<file path="src/hw/rtl/free_list_fit_allocator_macros.svh">
// ----------------------------------------------------------------------------
// free_list_fit_allocator_macros
// assertion macros for the allocator rtl
// ----------------------------------------------------------------------------
`ifndef FREE_LIST_FIT_ALLOCATOR_MACROS_SVH
`define FREE_LIST_FIT_ALLOCATOR_MACROS_SVH

`ifndef SYNTHESIS

`define FLA_ASSERT(lbl, clk, rst, prop) \
  lbl: assert property (@(posedge clk) disable iff (rst) prop) \
    else $error("fla assertion failed");

`define FLA_ASSERT_ALWAYS(lbl, clk, prop) \
  lbl: assert property (@(posedge clk) prop) \
    else $error("fla assertion failed");

`else

`define FLA_ASSERT(lbl, clk, rst, prop)
`define FLA_ASSERT_ALWAYS(lbl, clk, prop)

`endif

`endif

</file>
<file path="src/hw/rtl/fla_pkg.sv">
// ----------------------------------------------------------------------------
// fla_pkg
// types, codes and sizes shared by the free list allocator
// ----------------------------------------------------------------------------
package fla_pkg;

  localparam int TABLE_ENTRIES = 64;
  localparam int ADDR_BITS     = 16;
  localparam int IDX_BITS      = $clog2(TABLE_ENTRIES);
  localparam int CNT_BITS      = $clog2(TABLE_ENTRIES + 1);

  localparam logic [ADDR_BITS-1:0] ADDR_MASK = {ADDR_BITS{1'b1}};

  localparam logic [1:0] STATUS_OK    = 2'd0;
  localparam logic [1:0] STATUS_NOFIT = 2'd1;
  localparam logic [1:0] STATUS_FULL  = 2'd2;

  localparam logic FUNC_ALLOC   = 1'b0;
  localparam logic FUNC_RELEASE = 1'b1;

  localparam logic [1:0] CFG_FIT_MODE  = 2'd0;
  localparam logic [1:0] CFG_POOL_BASE = 2'd1;
  localparam logic [1:0] CFG_POOL_SIZE = 2'd2;

  localparam logic [2:0] OP_NONE   = 3'd0;
  localparam logic [2:0] OP_LOAD   = 3'd1;
  localparam logic [2:0] OP_WRITE  = 3'd2;
  localparam logic [2:0] OP_REMOVE = 3'd3;
  localparam logic [2:0] OP_INSERT = 3'd4;
  localparam logic [2:0] OP_MERGE  = 3'd5;

  typedef struct packed {
    logic                 func;
    logic                 mode;
    logic [ADDR_BITS-1:0] addr;
    logic [ADDR_BITS-1:0] len;
    logic [CNT_BITS-1:0]  count;
  } req_t;

  typedef struct packed {
    logic [2:0]           op;
    logic [IDX_BITS-1:0]  idx;
    logic [ADDR_BITS-1:0] start;
    logic [ADDR_BITS-1:0] len;
  } upd_t;

  typedef struct packed {
    logic                 found;
    logic [IDX_BITS-1:0]  bidx;
    logic [ADDR_BITS-1:0] bstart;
    logic [ADDR_BITS-1:0] blen;
    logic                 hit;
    logic [IDX_BITS-1:0]  hidx;
    logic [ADDR_BITS-1:0] ustart;
    logic [ADDR_BITS-1:0] ulen;
    logic                 have_prev;
    logic [ADDR_BITS-1:0] pstart;
    logic [ADDR_BITS-1:0] plen;
  } token_t;

endpackage

</file>
<file path="src/hw/rtl/fla_cell.sv">
// ----------------------------------------------------------------------------
// fla_cell
// one table entry with its slice of the search pipeline
// ----------------------------------------------------------------------------
module fla_cell
  import fla_pkg::*;
(
  input  logic                 clk,
  input  logic [IDX_BITS-1:0]  idx,
  input  req_t                 req,
  input  upd_t                 upd,
  input  token_t               tok_in,
  input  logic [ADDR_BITS-1:0] prev_start,
  input  logic [ADDR_BITS-1:0] prev_len,
  input  logic [ADDR_BITS-1:0] next_start,
  input  logic [ADDR_BITS-1:0] next_len,
  output logic [ADDR_BITS-1:0] start,
  output logic [ADDR_BITS-1:0] len,
  output token_t               tok_out
);

  logic   valid;
  logic   take;
  token_t tok_next;

  assign valid = {1'b0, idx} < req.count;

  always_comb begin
    tok_next = tok_in;
    take     = 1'b0;
    if (valid) begin
      if (req.func == FUNC_ALLOC) begin
        if (req.mode == 1'b0) begin
          take = (len >= req.len) && (!tok_in.found || len < tok_in.blen);
        end else begin
          take = !tok_in.found || len > tok_in.blen;
        end
        if (take) begin
          tok_next.found  = 1'b1;
          tok_next.bidx   = idx;
          tok_next.bstart = start;
          tok_next.blen   = len;
        end
      end else if (!tok_in.hit) begin
        if (start > req.addr) begin
          tok_next.hit    = 1'b1;
          tok_next.hidx   = idx;
          tok_next.ustart = start;
          tok_next.ulen   = len;
        end else begin
          tok_next.have_prev = 1'b1;
          tok_next.pstart    = start;
          tok_next.plen      = len;
        end
      end
    end
  end

  always_ff @(posedge clk) begin
    tok_out <= tok_next;
  end

  always_ff @(posedge clk) begin
    unique case (upd.op)
      OP_LOAD: begin
        if (idx == '0) begin
          start <= upd.start;
          len   <= upd.len;
        end
      end
      OP_WRITE: begin
        if (idx == upd.idx) begin
          start <= upd.start;
          len   <= upd.len;
        end
      end
      OP_REMOVE: begin
        if (idx >= upd.idx) begin
          start <= next_start;
          len   <= next_len;
        end
      end
      OP_INSERT: begin
        if (idx > upd.idx) begin
          start <= prev_start;
          len   <= prev_len;
        end else if (idx == upd.idx) begin
          start <= upd.start;
          len   <= upd.len;
        end
      end
      OP_MERGE: begin
        if (idx > upd.idx) begin
          start <= next_start;
          len   <= next_len;
        end else if (idx == upd.idx) begin
          start <= upd.start;
          len   <= upd.len;
        end
      end
      default: begin
      end
    endcase
  end

endmodule

</file>
<file path="config.mk">
export PLATFORM = sky130hd
export DESIGN_NAME = fla_cell
export DESIGN_NICKNAME = d
export VERILOG_FILES = /design/src/hw/rtl/free_list_fit_allocator_macros.svh /design/src/hw/rtl/fla_pkg.sv /design/src/hw/rtl/fla_cell.sv
export SDC_FILE = /design/constraint.sdc
export NUM_CORES = 1
export LEC_CHECK = 0
export ABC_CLOCK_PERIOD_IN_PS = 5100
export BUFFER_PORTS_ARGS = -buffer_cell sky130_fd_sc_hd__buf_2
export CORE_AREA = 8 8 151 153
export DETAILED_ROUTE_END_ITERATION = 8
export DIE_AREA = 0 0 159 161
export HOLD_SLACK_MARGIN = 0.12
export PLACE_DENSITY = 0.72
export SYNTH_ARGS = -nofsm -noshare
export SYNTH_HDL_FRONTEND = slang
export SYNTH_SLANG_ARGS = --single-unit
export TNS_END_PERCENT = 10
</file>
<file path="constraint.sdc">
create_clock -name clk -period 5.1 [get_ports clk]
set_input_delay 1.02 -clock clk [delete_from_list [all_inputs] [get_ports clk]]
set_output_delay 1.02 -clock clk [all_outputs]
set_load 0.03 [all_outputs]
</file>
==> results.toml, run 1 <==
[power_and_ir_drop]
p_leak_nw = 5.07
powerDensity_mw_per_mm2 = 356
finalPower_mw = 3.56
vdd_drop_max_mv = 0.202

[sta]
max_clock_freq_mhz = 272
min_period_ps = 3680
finClkSkew_ps = 15.7
tightest_slew_ps = 1170
rsz0062_at_grt = "no"
setup_ws_ps = 1420
setup_tns_ps = 0
setup_violations = 0
max-slew-margin-rel = 0.222
fin_crit_sh = 0.722
hold_viol = 0
drv_slew = 0

[worst_setup_path]
cp-end-kind = "register"
cp-start-kind = "primary input"
r2r_cells = 7
crit_path_top_delay_cell = "nor2_4"
crit_required_ps = 5350
critPathTopFamily = "simple AND/OR/NAND/NOR gates"
path_cells = "buf_2 -> ha_1 -> and4_1 -> and3_1 -> or4_1 -> nor2_4 -> a222oi_1 -> o21ai_0"
worst-path-stages = 8
arrival_ps = 3930
path_max_fanout = 32
cp.buffers_inverters = 1
slowest_delay_ps = 790
critPathKind = "primary input to register"

[final_layout]
syn2layout_area_growth_pct = 41.6
final_core_util = 0.487
fillCellCount = 1931
final_common_cell = "buf_2"
finalNetCount = 1355
final_cell_mix = "406 x buf_2, 111 x dfxtp_1, 88 x mux2_2, 65 x inv_1, 62 x nand2_1"
fin_cells = 1321
drive_above_1_share = 0.542

[global_routing]
overflow = 0
grt_pass1_wl_um = 41400
track_usage = 0.208
grt_antenna_before_repair = 3
grt_max_degree = 34
grt_pass1_vias = 7162

[routing]
vias = 6548
vias_per_cell = 4.96
totalWireLength_um = 27800
ant_nets = 0
drt-pass1-iter-count = 7
drt_iter0_drc = 484
wl_per_cell_um = 21.0
route.detailed.drc = 0

[cts]
postCtsSetupBuffers = 0
cts_tree = "done"
clockBufferDepth = 2
holdBufCountCts = 0
cts.reportedPaths.clkPinSlew_ps = 60
cts-resized-gates = 0
cts_buffers = 17
cts_root_buf = "clkbuf_16"
htreeDepth = 4
cts.sinks = 143
insertion_delay_ps = 410

[logic_synthesis]
ys_seq_area_frac = 0.450
synthesis.area_mm2 = 0.00707
synth_nets = 948
synth_ff_type = "dfxtp_1"
synth-warning-count = 0
yosysUniqueCellTypes = 52
synth_edf_count = 32
syn_inst = 624
async_flop_share = 0
synth_seq_cells = 143
avgSynthCellArea_um2 = 11.3

[worst_hold_path]
hold_class = "register to register"
whs_path_depth = 1

[die]
fp.dieW_um = 159
rows = 53
die_h_um = 161
io_pins = 407
coreArea_mm2 = 0.0206
die_area_mm2 = 0.0256
initial_core_util = 0.344

[placement]
dpl.hpwl_um = 22000
placed_cells = 1287
portBuffers = 406
pre_cts_slack_ps = 998
gp_congestion = 0.849

[status]
status = "completed"

[run]
cap_violations = 0
[synthesized netlist by cell type, drive strengths merged (2+ instances only)]
master / count / area share
a222oi: 31 / 0.044
edfxtp: 32 / 0.14
nor2b: 6 / 0.0053
or2: 4 / 0.0035
buf: 15 / 0.018
nand3: 3 / 0.0021
dfxtp: 111 / 0.31
o211ai: 2 / 0.0021
clkbuf: 9 / 0.0048
and4: 3 / 0.0037
a2111o: 2 / 0.0032
nand2: 62 / 0.033
nor3: 4 / 0.0035
o31ai: 3 / 0.0032
o2bb2ai: 2 / 0.0025
mux2i: 8 / 0.011
or3: 2 / 0.0018
and3: 3 / 0.0027
a32oi: 2 / 0.0025
or4: 3 / 0.0037
mux2: 108 / 0.18
a221oi: 2 / 0.0034
nor2: 11 / 0.0058
a21oi: 20 / 0.014
a21o: 8 / 0.0085
inv: 65 / 0.034
nand4: 6 / 0.0053
ha: 60 / 0.11
o21ai: 19 / 0.013
nand2b: 5 / 0.0055
[worst reg2reg max path: cells and delay by family, from the launching register on]
kind	cells	cell delay (ps)
flops	1	490
compound gates	3	820
simple gates	2	960
mux	1	660
fa+ha+maj	1	370
[state kept, by name, summed over array words and instances (netlist names)]
name	cells
len	16
start	16
tok_out	111
[power by group]
| part | switching [mW] | internal (mW) | leakage [nW] |
|---|---|---|---|
| Combinational | 0.549 | 0.364 | 3.53 |
| Sequential | 0.0803 | 1.29 | 1.25 |
| Clock | 0.519 | 0.761 | 0.295 |
| Total | 1.15 | 2.42 | 5.07 |
[path summary, 6_finish.rpt]
path | start | to | slack [ps]
worst max-delay path | idx[5] | len[15] | 1420
worst min-delay path | start[10] | tok_out[26] | 640
worst max register to register | start[6] | tok_out[12] | 1680
worst min register to register | start[10] | tok_out[26] | 640
[through the flow]
step	hold slack (ps)	area [um^2]
after floorplan	792	7070
after global placement	610	9410
after detailed placement	624	9410
after CTS	639	10000
after global routing	665	10000
final	645	10000
[routing by layer]
layer	up-vias	wire, um	part of all wire	global-route usage
met5	-	12	0.00043	0
li1	3114	-	-	-
met1	3061	10600	0.38	0.221
met3	32	2480	0.089	0.0766
met4	2	569	0.021	0.0750
met2	339	14100	0.51	0.373
[logic make-up after synthesis]
group                      Yosys count  synth area share
DFF                                143             0.450
muxes                              116             0.194
and+or+nand+nor                    114            0.0782
AOI/OAI and AO/OA                  102             0.115
buffers and inverters               89            0.0571
adders and majority gates           60             0.106
[layout make-up]
cell class,count,area (um^2),share of cell area
flip-flops and latches,143,3180,0.318
well taps,275,344,0.0343
diodes,2,5.00,0.000500
clock buffers,19,454,0.0453
multi-input cells,392,3550,0.354
clock inverters,13,149,0.0149
inverters,65,244,0.0244
repair buffers,412,2090,0.209
Power figures use the tool's default switching activity.
==> inputs of run 2 (changes only) <==
ABC_CLOCK_PERIOD_IN_PS = 3400   (was 5100)
clock period = 3.4 ns   (was 5.1 ns; I/O delays follow)
==> results.toml, run 2 (same netlist as run 1, synthesis figures left out) <==
[final_layout]
regMostFlops = "tok_out"
finalNetCount = 1369
drive_above_1_share = 0.548
largest_reg_flops = 111
final_core_util = 0.494
fin_area_mm2 = 0.0102
antenna_cells = 0
final_common_cell = "buf_2"
syn2layout_area_growth_pct = 43.5
fillCellCount = 1899
reg_top3 = "tok_out x111, len x16, start x16"
final_cell_mix = "406 x buf_2, 111 x dfxtp_1, 88 x mux2_2, 65 x inv_1, 62 x nand2_1"

[global_routing]
grt_antenna_before_repair = 1
grt_pass1_vias = 7147
track_usage = 0.205
overflow = 0
grt_max_degree = 39
grt_pass1_wl_um = 40900

[worst_setup_path]
critPathKind = "register to register"
critPathTopFamily = "compound AO/OA/AOI/OAI gates"
crit_path_top_delay_cell = "edfxtp_1"
r2r_start = "len[11]"
path_max_fanout = 20
r2r_cells = 8
cp-start-kind = "register"
slowest_delay_ps = 530
cp.buffers_inverters = 1
reg2reg_to = "tok_out[83]"
ff2ff_setup_slack_ps = 510
cp-end-kind = "register"
path_cells = "ha_1 -> a21oi_1 -> o21ai_0 -> o2bb2ai_1 -> nor4bb_1 -> a2bb2oi_4 -> buf_12 -> mux2_2"
crit_required_ps = 3710
arrival_ps = 3190

[sta]
fin_crit_sh = 0.849
max-slew-margin-rel = 0.534
setup_tns_ps = 0
drv_slew = 0
rsz0062_at_grt = "no"
tightest_slew_ps = 699
max_clock_freq_mhz = 347
hold_viol = 0
finClkSkew_ps = 15.0
min_period_ps = 2890
setup_violations = 0

[status]
status = "completed"

[cts]
insertion_delay_ps = 420
cts.sinks = 143
clockBufferDepth = 2
htreeDepth = 4
postCtsSetupBuffers = 0
cts_buffers = 17
cts.reportedPaths.clkPinSlew_ps = 70
holdBufCountCts = 0
cts-resized-gates = 0
cts_tree = "done"
cts_root_buf = "clkbuf_16"

[routing]
ant_nets = 0
drt-pass1-iter-count = 5
drt_iter0_drc = 403
route.detailed.drc = 0
wl_per_cell_um = 20.5
vias_per_cell = 5.01
totalWireLength_um = 27400
vias = 6681

[die]
fp.dieW_um = 159
initial_core_util = 0.344
io_pins = 407
die_area_mm2 = 0.0256
coreArea_mm2 = 0.0206
die_h_um = 161
rows = 53

[worst_hold_path]
whs_path_depth = 2
hold_class = "primary input to register"
hold_end = "tok_out[45]"
hold_path.startpoint = "tok_in[45]"

[power_and_ir_drop]
powerDensity_mw_per_mm2 = 529
vdd_drop_max_mv = 0.309
p_leak_nw = 5.15
finalPower_mw = 5.37

[run]
cap_violations = 0

[placement]
place_area_mm2 = 0.00955
dpl.hpwl_um = 22000
gp_congestion = 0.818
portBuffers = 406
[run 2: cell count changes in the layout (fill, tap and decap cells not counted), sizes merged]
cell      change
buf          +14
clkbuf        -2
clkinvlp      +1
diode         -2
inv           +1
[run 2: how the worst max path moves through the flow]
stage	from	end	slack (ps)	cells after the start
6_report	len[11]	tok_out[83]	510	8
2_1_floorplan	upd[37]	len[0]	120	8
5_1_grt	len[6]	tok_out[73]	420	8
3_5_place_dp	idx[3]	len[10]	170	9
3_3_place_gp	idx[3]	len[6]	240	9
4_1_cts	start[6]	tok_out[48]	530	8
[run 2: area by class of cell]
| class | instances | area, um^2 | area share |
|---|---|---|---|
| sequential | 143 | 3180 | 0.314 |
| timing repair buffer | 426 | 2230 | 0.220 |
| tap | 275 | 344 | 0.0339 |
| inverter | 65 | 244 | 0.0240 |
| clock inverter | 15 | 174 | 0.0171 |
| multi-input combinational | 392 | 3550 | 0.350 |
| clock buffer | 17 | 425 | 0.0419 |
[run 2: stage by stage]
step           setup slack, ps  cells  hold WS [ps]
4_1_cts                    529   1333           461
2_1_floorplan              118    624           774
3_5_place_dp               172   1301           631
5_1_grt                    422   1333           462
3_3_place_gp               240   1301           631
6_report                   514   1333           487
[run 2: where the power goes]
group          switching, mW  internal, mW
clock network          0.817          1.11
registers              0.109          1.93
logic                  0.835         0.570
total                   1.76          3.61
[run 2: layer usage]
metal	wire [um]	part of all wire	global-route usage	up-vias
met5	8	0.00029	0	-
met3	2640	0.096	0.0776	33
met4	588	0.021	0.0673	2
li1	-	-	-	3144
met1	10200	0.37	0.214	3152
met2	13900	0.51	0.375	350
